===== src/rtl/ghts_pkg.sv =====
// ----------------------------------------------------------------------------
// ghts_pkg
// shared constants, types and state encodings of the group scaling unit
// ----------------------------------------------------------------------------
package ghts_pkg;

   localparam int NFIELDS     = 4;
   localparam int COLS        = 4;
   localparam int MAX_GROUP   = 1048575;
   localparam int ACTIVE_COLS = (COLS < NFIELDS) ? COLS : NFIELDS;
   localparam int POS_CAP     = (MAX_GROUP < 1048575) ? MAX_GROUP : 1048575;

   localparam int KEY_W  = 32;
   localparam int CNT_W  = 20;
   localparam int VAL_W  = 32;
   localparam int SUM_W  = 48;
   localparam int COL_W  = 2;
   localparam int D_W    = 54;
   localparam int MAG_W  = 53;
   localparam int N_W    = 40;
   localparam int AC_W   = MAG_W + CNT_W;
   localparam int PROD_W = 2 * MAG_W + CNT_W;
   localparam int Q_W    = 62;
   localparam int ROOT_W = 31;
   localparam int SREM_W = ROOT_W + 2;
   localparam int STEP_W = 7;

   typedef logic signed [D_W-1:0]   diff_type;
   typedef logic signed [VAL_W-1:0] value_type;
   typedef logic [CNT_W-1:0]        count_type;
   typedef logic [N_W-1:0]          denom_type;

   typedef enum logic [2:0] {
      T_IDLE,
      T_SETUP,
      T_LOAD,
      T_WAIT,
      T_OUT,
      T_SUM
   } top_state_type;

   typedef enum logic [2:0] {
      SC_IDLE,
      SC_ABS,
      SC_MULC,
      SC_MULM,
      SC_DIV,
      SC_SQRT,
      SC_DONE
   } scl_state_type;

endpackage


===== src/rtl/ghts_scaler.sv =====
// ----------------------------------------------------------------------------
// ghts_scaler
// bit-serial unit: result = sign(d) * floor(sqrt(d*d*c/n)), saturated to 32 bits
// ----------------------------------------------------------------------------
module ghts_scaler (
   input  logic                clock,
   input  logic                reset,
   input  logic                start,
   input  ghts_pkg::diff_type  d,
   input  ghts_pkg::count_type c,
   input  ghts_pkg::denom_type n,
   output logic                done,
   output ghts_pkg::value_type result
);
   import ghts_pkg::*;

   scl_state_type       state_ff, state_in;
   logic [STEP_W-1:0]   step_ff, step_in;
   diff_type            d_ff, d_in;
   logic                neg_ff, neg_in;
   logic [MAG_W-1:0]    mag_ff, mag_in;
   logic [CNT_W-1:0]    c_ff, c_in;
   logic [N_W-1:0]      n_ff, n_in;
   logic [PROD_W-1:0]   acc_ff, acc_in;
   logic [AC_W-1:0]     add_ff, add_in;
   logic [N_W-1:0]      rem_ff, rem_in;
   logic [Q_W-1:0]      q_ff, q_in;
   logic                sat_ff, sat_in;
   logic [SREM_W-1:0]   srem_ff, srem_in;
   logic [ROOT_W-1:0]   root_ff, root_in;

   logic [PROD_W-1:0]   acc_next;
   logic [N_W:0]        remsh;
   logic                div_ge;
   logic [SREM_W+1:0]   r2;
   logic [SREM_W+1:0]   trial;
   logic                sq_ge;
   logic [D_W-1:0]      d_abs;
   logic [VAL_W-1:0]    root_ext;

   // next state
   always_comb begin
      state_in = state_ff;
      unique case (state_ff)
         SC_IDLE: if (start) state_in = SC_ABS;
         SC_ABS:  state_in = SC_MULC;
         SC_MULC: if (step_ff == '0) state_in = SC_MULM;
         SC_MULM: if (step_ff == '0) state_in = SC_DIV;
         SC_DIV:  if (step_ff == '0) state_in = SC_SQRT;
         SC_SQRT: if (step_ff == '0) state_in = SC_DONE;
         SC_DONE: state_in = SC_IDLE;
         default: state_in = SC_IDLE;
      endcase
   end

   // datapath
   always_comb begin
      step_in  = step_ff;
      d_in     = d_ff;
      neg_in   = neg_ff;
      mag_in   = mag_ff;
      c_in     = c_ff;
      n_in     = n_ff;
      acc_in   = acc_ff;
      add_in   = add_ff;
      rem_in   = rem_ff;
      q_in     = q_ff;
      sat_in   = sat_ff;
      srem_in  = srem_ff;
      root_in  = root_ff;
      acc_next = '0;
      remsh    = {rem_ff, acc_ff[PROD_W-1]};
      div_ge   = remsh >= {1'b0, n_ff};
      r2       = {srem_ff, q_ff[Q_W-1:Q_W-2]};
      trial    = {2'b00, root_ff, 2'b01};
      sq_ge    = r2 >= trial;
      d_abs    = d_ff[D_W-1] ? (D_W'(0) - d_ff) : d_ff;
      unique case (state_ff)
         SC_IDLE: begin
            if (start) begin
               d_in = d;
               c_in = c;
               n_in = n;
            end
         end
         SC_ABS: begin
            neg_in  = d_ff[D_W-1];
            mag_in  = d_abs[MAG_W-1:0];
            acc_in  = '0;
            step_in = STEP_W'(CNT_W - 1);
         end
         SC_MULC: begin
            // mag * c, multiplier bits msb first
            acc_next = {acc_ff[PROD_W-2:0], 1'b0}
                       + (c_ff[CNT_W-1] ? PROD_W'(mag_ff) : '0);
            c_in    = {c_ff[CNT_W-2:0], 1'b0};
            acc_in  = acc_next;
            step_in = step_ff - 1'b1;
            if (step_ff == '0) begin
               add_in  = acc_next[AC_W-1:0];
               acc_in  = '0;
               step_in = STEP_W'(MAG_W - 1);
            end
         end
         SC_MULM: begin
            acc_in  = {acc_ff[PROD_W-2:0], 1'b0}
                      + (mag_ff[MAG_W-1] ? PROD_W'(add_ff) : '0);
            mag_in  = {mag_ff[MAG_W-2:0], 1'b0};
            step_in = step_ff - 1'b1;
            if (step_ff == '0) begin
               step_in = STEP_W'(PROD_W - 1);
               rem_in  = '0;
               q_in    = '0;
               sat_in  = 1'b0;
            end
         end
         SC_DIV: begin
            // restoring division, quotient bits past 2^62 only mark saturation
            rem_in  = div_ge ? N_W'(remsh - {1'b0, n_ff}) : remsh[N_W-1:0];
            q_in    = {q_ff[Q_W-2:0], div_ge};
            sat_in  = sat_ff | q_ff[Q_W-1];
            acc_in  = {acc_ff[PROD_W-2:0], 1'b0};
            step_in = step_ff - 1'b1;
            if (step_ff == '0) begin
               step_in = STEP_W'(ROOT_W - 1);
               srem_in = '0;
               root_in = '0;
            end
         end
         SC_SQRT: begin
            srem_in = sq_ge ? SREM_W'(r2 - trial) : r2[SREM_W-1:0];
            root_in = {root_ff[ROOT_W-2:0], sq_ge};
            q_in    = {q_ff[Q_W-3:0], 2'b00};
            step_in = step_ff - 1'b1;
         end
         SC_DONE: begin
         end
         default: begin
         end
      endcase
   end

   // outputs
   always_comb begin
      done     = (state_ff == SC_DONE);
      root_ext = {1'b0, root_ff};
      if (neg_ff) begin
         result = sat_ff ? value_type'({1'b1, {(VAL_W-1){1'b0}}})
                         : value_type'(VAL_W'(0) - root_ext);
      end else begin
         result = sat_ff ? value_type'({1'b0, {(VAL_W-1){1'b1}}})
                         : value_type'(root_ext);
      end
   end

   always_ff @(posedge clock) begin
      if (reset) begin
         state_ff <= SC_IDLE;
         step_ff  <= '0;
      end else begin
         state_ff <= state_in;
         step_ff  <= step_in;
      end
      d_ff    <= d_in;
      neg_ff  <= neg_in;
      mag_ff  <= mag_in;
      c_ff    <= c_in;
      n_ff    <= n_in;
      acc_ff  <= acc_in;
      add_ff  <= add_in;
      rem_ff  <= rem_in;
      q_ff    <= q_in;
      sat_ff  <= sat_in;
      srem_ff <= srem_in;
      root_ff <= root_in;
   end

endmodule


===== config.mk =====
export PLATFORM = sky130hd
export DESIGN_NAME = ghts_scaler
export DESIGN_NICKNAME = d
export VERILOG_FILES = /design/src/rtl/ghts_pkg.sv /design/src/rtl/ghts_scaler.sv
export SDC_FILE = /design/constraint.sdc
export NUM_CORES = 1
export LEC_CHECK = 0
export BUFFER_PORTS_ARGS = -buffer_cell sky130_fd_sc_hd__buf_4
export CORE_MARGIN = 4
export CORE_UTILIZATION = 30
export CTS_CLUSTER_SIZE = 24
export DETAILED_ROUTE_END_ITERATION = 6
export SETUP_SLACK_MARGIN = 0.3
export SYNTH_ARGS = -nofsm -noshare
export SYNTH_HDL_FRONTEND = slang
export SYNTH_SLANG_ARGS = --single-unit

===== constraint.sdc =====
create_clock -name clock -period 13 [get_ports clock]
set_clock_uncertainty 0.1 [all_clocks]
set_input_delay 2.6 -clock clock [delete_from_list [all_inputs] [get_ports clock]]
set_output_delay 2.6 -clock clock [all_outputs]
set_load 0.02 [all_outputs]

==> flow_summary.json <==
{
  "cp-end-kind": "primary output",
  "slowest_delay_ns": 0.48,
  "reg2reg_from": "c_ff[19]$_DFFE_PP_",
  "post-route-util_pct": 34.2,
  "hp-class": "flip-flop to flip-flop",
  "drtIter0Drc": 2857,
  "max_freq_mhz": 154,
  "slew_violations": 0,
  "diodes": 0,
  "grt_overflow": 0,
  "drc": 0,
  "fillers": 12800,
  "drt-wirelength-per-cell_um": 18.7,
  "cpMaxStageDelayCell": "or4_1",
  "critPathLaunchType": "flip-flop",
  "final_hold_viol_count": 0,
  "holdPathStages": 2,
  "cts_max_level": 3,
  "drv_cap": 0,
  "grt_usage_pct": 16.1,
  "die_h_um": 365,
  "reg2regPathDepth": 17,
  "setup.worst_path.start": "sat_ff$_SDFFCE_PN0P_",
  "grt_start_max_net_pins": 127,
  "ys_seq_elements": 544,
  "final_cell_mix": "534 x edfxtp_1, 406 x nor2_1, 393 x nand2_1",
  "async_reset_ff_share_pct": 0,
  "clk_path_buf_depth": 3,
  "path_delay_family": "simple AND/OR/NAND/NOR gates",
  "dominantRegCellSynth": "edfxtp_1",
  "post_cts_buffers": 0,
  "power.share.clock_pct": 26.3,
  "ctsResizeCount": 0,
  "grt_pass1_vias": 31000,
  "antenna_found_initial": 6,
  "cts_sinks": 544,
  "synth-edff-count": 534,
  "io_buffers": 149,
  "area_growth_pct": 13.0,
  "worst_hold_slack_ns": 0.409,
  "clkLatencyLatePin_ns": 0.65,
  "holdCritStartpoint": "step_ff[1]$_SDFFE_PP0P_",
  "setup_viol": 0,
  "ys_seq_area_share_pct": 42.5,
  "critPathKind": "flip-flop to primary output",
  "power_density_nw_per_um2": 168,
  "syn_inst": 4141,
  "start_util_pct": 30.3,
  "firstDrtPassIters": 6,
  "cts_tree": "built",
  "wl_um": 110000,
  "critPathMaxFanout": 35,
  "irDropWorstVdd_v": 0.000153,
  "syn_area_per_cell_um2": 9.22,
  "p_leak_nw": 16.3,
  "rrSetupSlack_ns": 7.33,
  "worstPathRequired_ns": 10.30,
  "cp.depth": 10,
  "min_to": "step_ff[1]$_SDFFE_PP0P_",
  "vias": 31900,
  "row_count": 130,
  "ios": 150,
  "gp_congestion": 0.908,
  "setup_tns_ns": 0,
  "fin_area_um2": 43200,
  "layout_commonest_cell": "edfxtp_1",
  "seqPwrFrac_pct": 36.8,
  "layout.nets": 4507,
  "combinationalPowerShare_pct": 36.9,
  "yosys.cell_types.count": 82,
  "synth.net_count": 4461,
  "grt_pass1_wl_um": 174000,
  "placedInstanceArea_um2": 41000,
  "status": "finished clean",
  "cts-root-buf": "clkbuf_16",
  "antenna_left": 0,
  "critPathBufInv": 2,
  "rsz0062_at_grt": "no",
  "dieArea_um2": 133000,
  "fp.dieW_um": 365,
  "worstPathArrival_ns": 3.80,
  "cts-buffers-inserted": 68,
  "cellInternalPower_mw": 4.47,
  "cp_cell_sequence": "buf_4 -> nor2_1 -> nand3_1 -> or3_1 -> or3_1 -> nand2b_1 -> or4_1 -> o31ai_1 -> xor2_1 -> buf_4",
  "slew-limit-headroom_pct": 22.9,
  "min_period_over_period_pct": 50.0,
  "holdBufCountCts": 0,
  "min_period_ns": 6.50,
  "clk_pin_slew_ns": 0.06,
  "coreArea_um2": 126000,
  "synth_area_um2": 38200,
  "vias_per_cell": 5.41,
  "drive_gt1_share_pct": 8.02,
  "hpwl_um": 78200,
  "worst_pin_slew_ns": 1.15,
  "r2r-end": "acc_ff[97]$_DFFE_PP_",
  "yosys_warnings": 0,
  "power.switching_mw": 2.79,
  "sw_frac_of_total_pct": 38.4
}
layout make-up:
type                            instances  area, µm²  area share, %
Clock buffer                           81       1790           4.15
Timing Repair Buffer                  182       1380           3.19
Inverter                              162        608           1.41
Tap cell                             1650       2060           4.78
Multi-Input combinational cell       3229      20700           47.9
Clock inverter                         41        403          0.933
Sequential cell                       544      16200           37.6
worst max-delay path by stage:
stage / endpoint / slack [ns]
final: result[26] / 6.50
after global routing: result[27] / 6.21
after CTS: result[26] / 6.45
after detailed placement: result[26] / 7.20
after global placement: result[27] / 7.21
after floorplan: c_ff[0]$_SDFFCE_PP0P_ / 3.82
cell usage after synthesis (20+ instances only):
cell | count | area [µm²]
a211oi_1 | 29 | 218
a21o_1 | 109 | 818
a21oi_1 | 342 | 1710
a221o_1 | 32 | 320
a22oi_1 | 38 | 285
a31oi_1 | 36 | 225
and2_1 | 161 | 1010
and3_1 | 47 | 294
buf_1 | 22 | 82.6
clkbuf_1 | 184 | 691
edfxtp_1 | 534 | 16000
ha_1 | 200 | 2500
inv_1 | 161 | 604
mux2i_1 | 84 | 841
nand2_1 | 398 | 1490
nand2b_1 | 44 | 275
nand3_1 | 97 | 485
nand4_1 | 81 | 507
nor2_1 | 410 | 1540
nor2b_1 | 30 | 188
nor3_1 | 71 | 355
nor4_1 | 28 | 175
o211ai_1 | 20 | 150
o21a_1 | 22 | 165
o21ai_0 | 310 | 1550
o21bai_1 | 41 | 308
o31ai_1 | 35 | 263
or3_1 | 23 | 144
xnor2_1 | 116 | 1020
xor2_1 | 172 | 1510
power groups by stage:
| stage | Clock [mW] | Sequential [mW] | Combinational [mW] |
|---|---|---|---|
| after floorplan | 0 | 2.59 | 1.98 |
| after detailed placement | 0 | 2.69 | 2.65 |
| after global routing | 2.03 | 2.70 | 2.98 |
| after CTS | 1.96 | 2.66 | 2.66 |
| final | 1.91 | 2.67 | 2.68 |
| after global placement | 0 | 2.70 | 2.63 |
routing by layer:
layer,up-vias,global-route usage [%],part of all wire [%]
met5,-,0,0.049
met1,15300,22.1,46
met4,10,5.48,3.0
met3,203,2.44,5.8
li1,15400,-,-
met2,964,26.0,45
through the flow:
step / worst slack, ns / std cells / total power [mW]
floorplan: 3.82 / 4141 / 4.58
CTS: 6.45 / 5889 / 7.29
global route: 6.21 / 5889 / 7.71
detailed placement: 7.20 / 5767 / 5.34
finish: 6.50 / 5889 / 7.26
global placement: 7.21 / 5767 / 5.33
flip-flops by register name (all words and copies together) (netlist names):
signal    cells
root_ff      31
d_ff         54
acc_ff      126
q_ff         62
n_ff         40
state_ff      3
neg_ff        1
rem_ff       40
add_ff       73
step_ff       7
mag_ff       53
sat_ff        1
c_ff         20
srem_ff      33
worst min-delay path, stage by stage, from the launching register on:
cell     delay, ns
dfxtp_1       0.32
nor2_1        0.10
nor3_1        0.05
cell families after synthesis:
family | after synthesis | share of synthesized area, %
and+or+nand+nor | 1469 | 18.7
AOI/OAI and AO/OA | 1185 | 19.6
DFF | 544 | 42.5
buffers and inverters | 368 | 3.62
xor gates and xnor gates | 288 | 6.61
adders and majority gates | 203 | 6.71
muxes | 84 | 2.20
No activity file was read; power rests on OpenSTA's default activity.
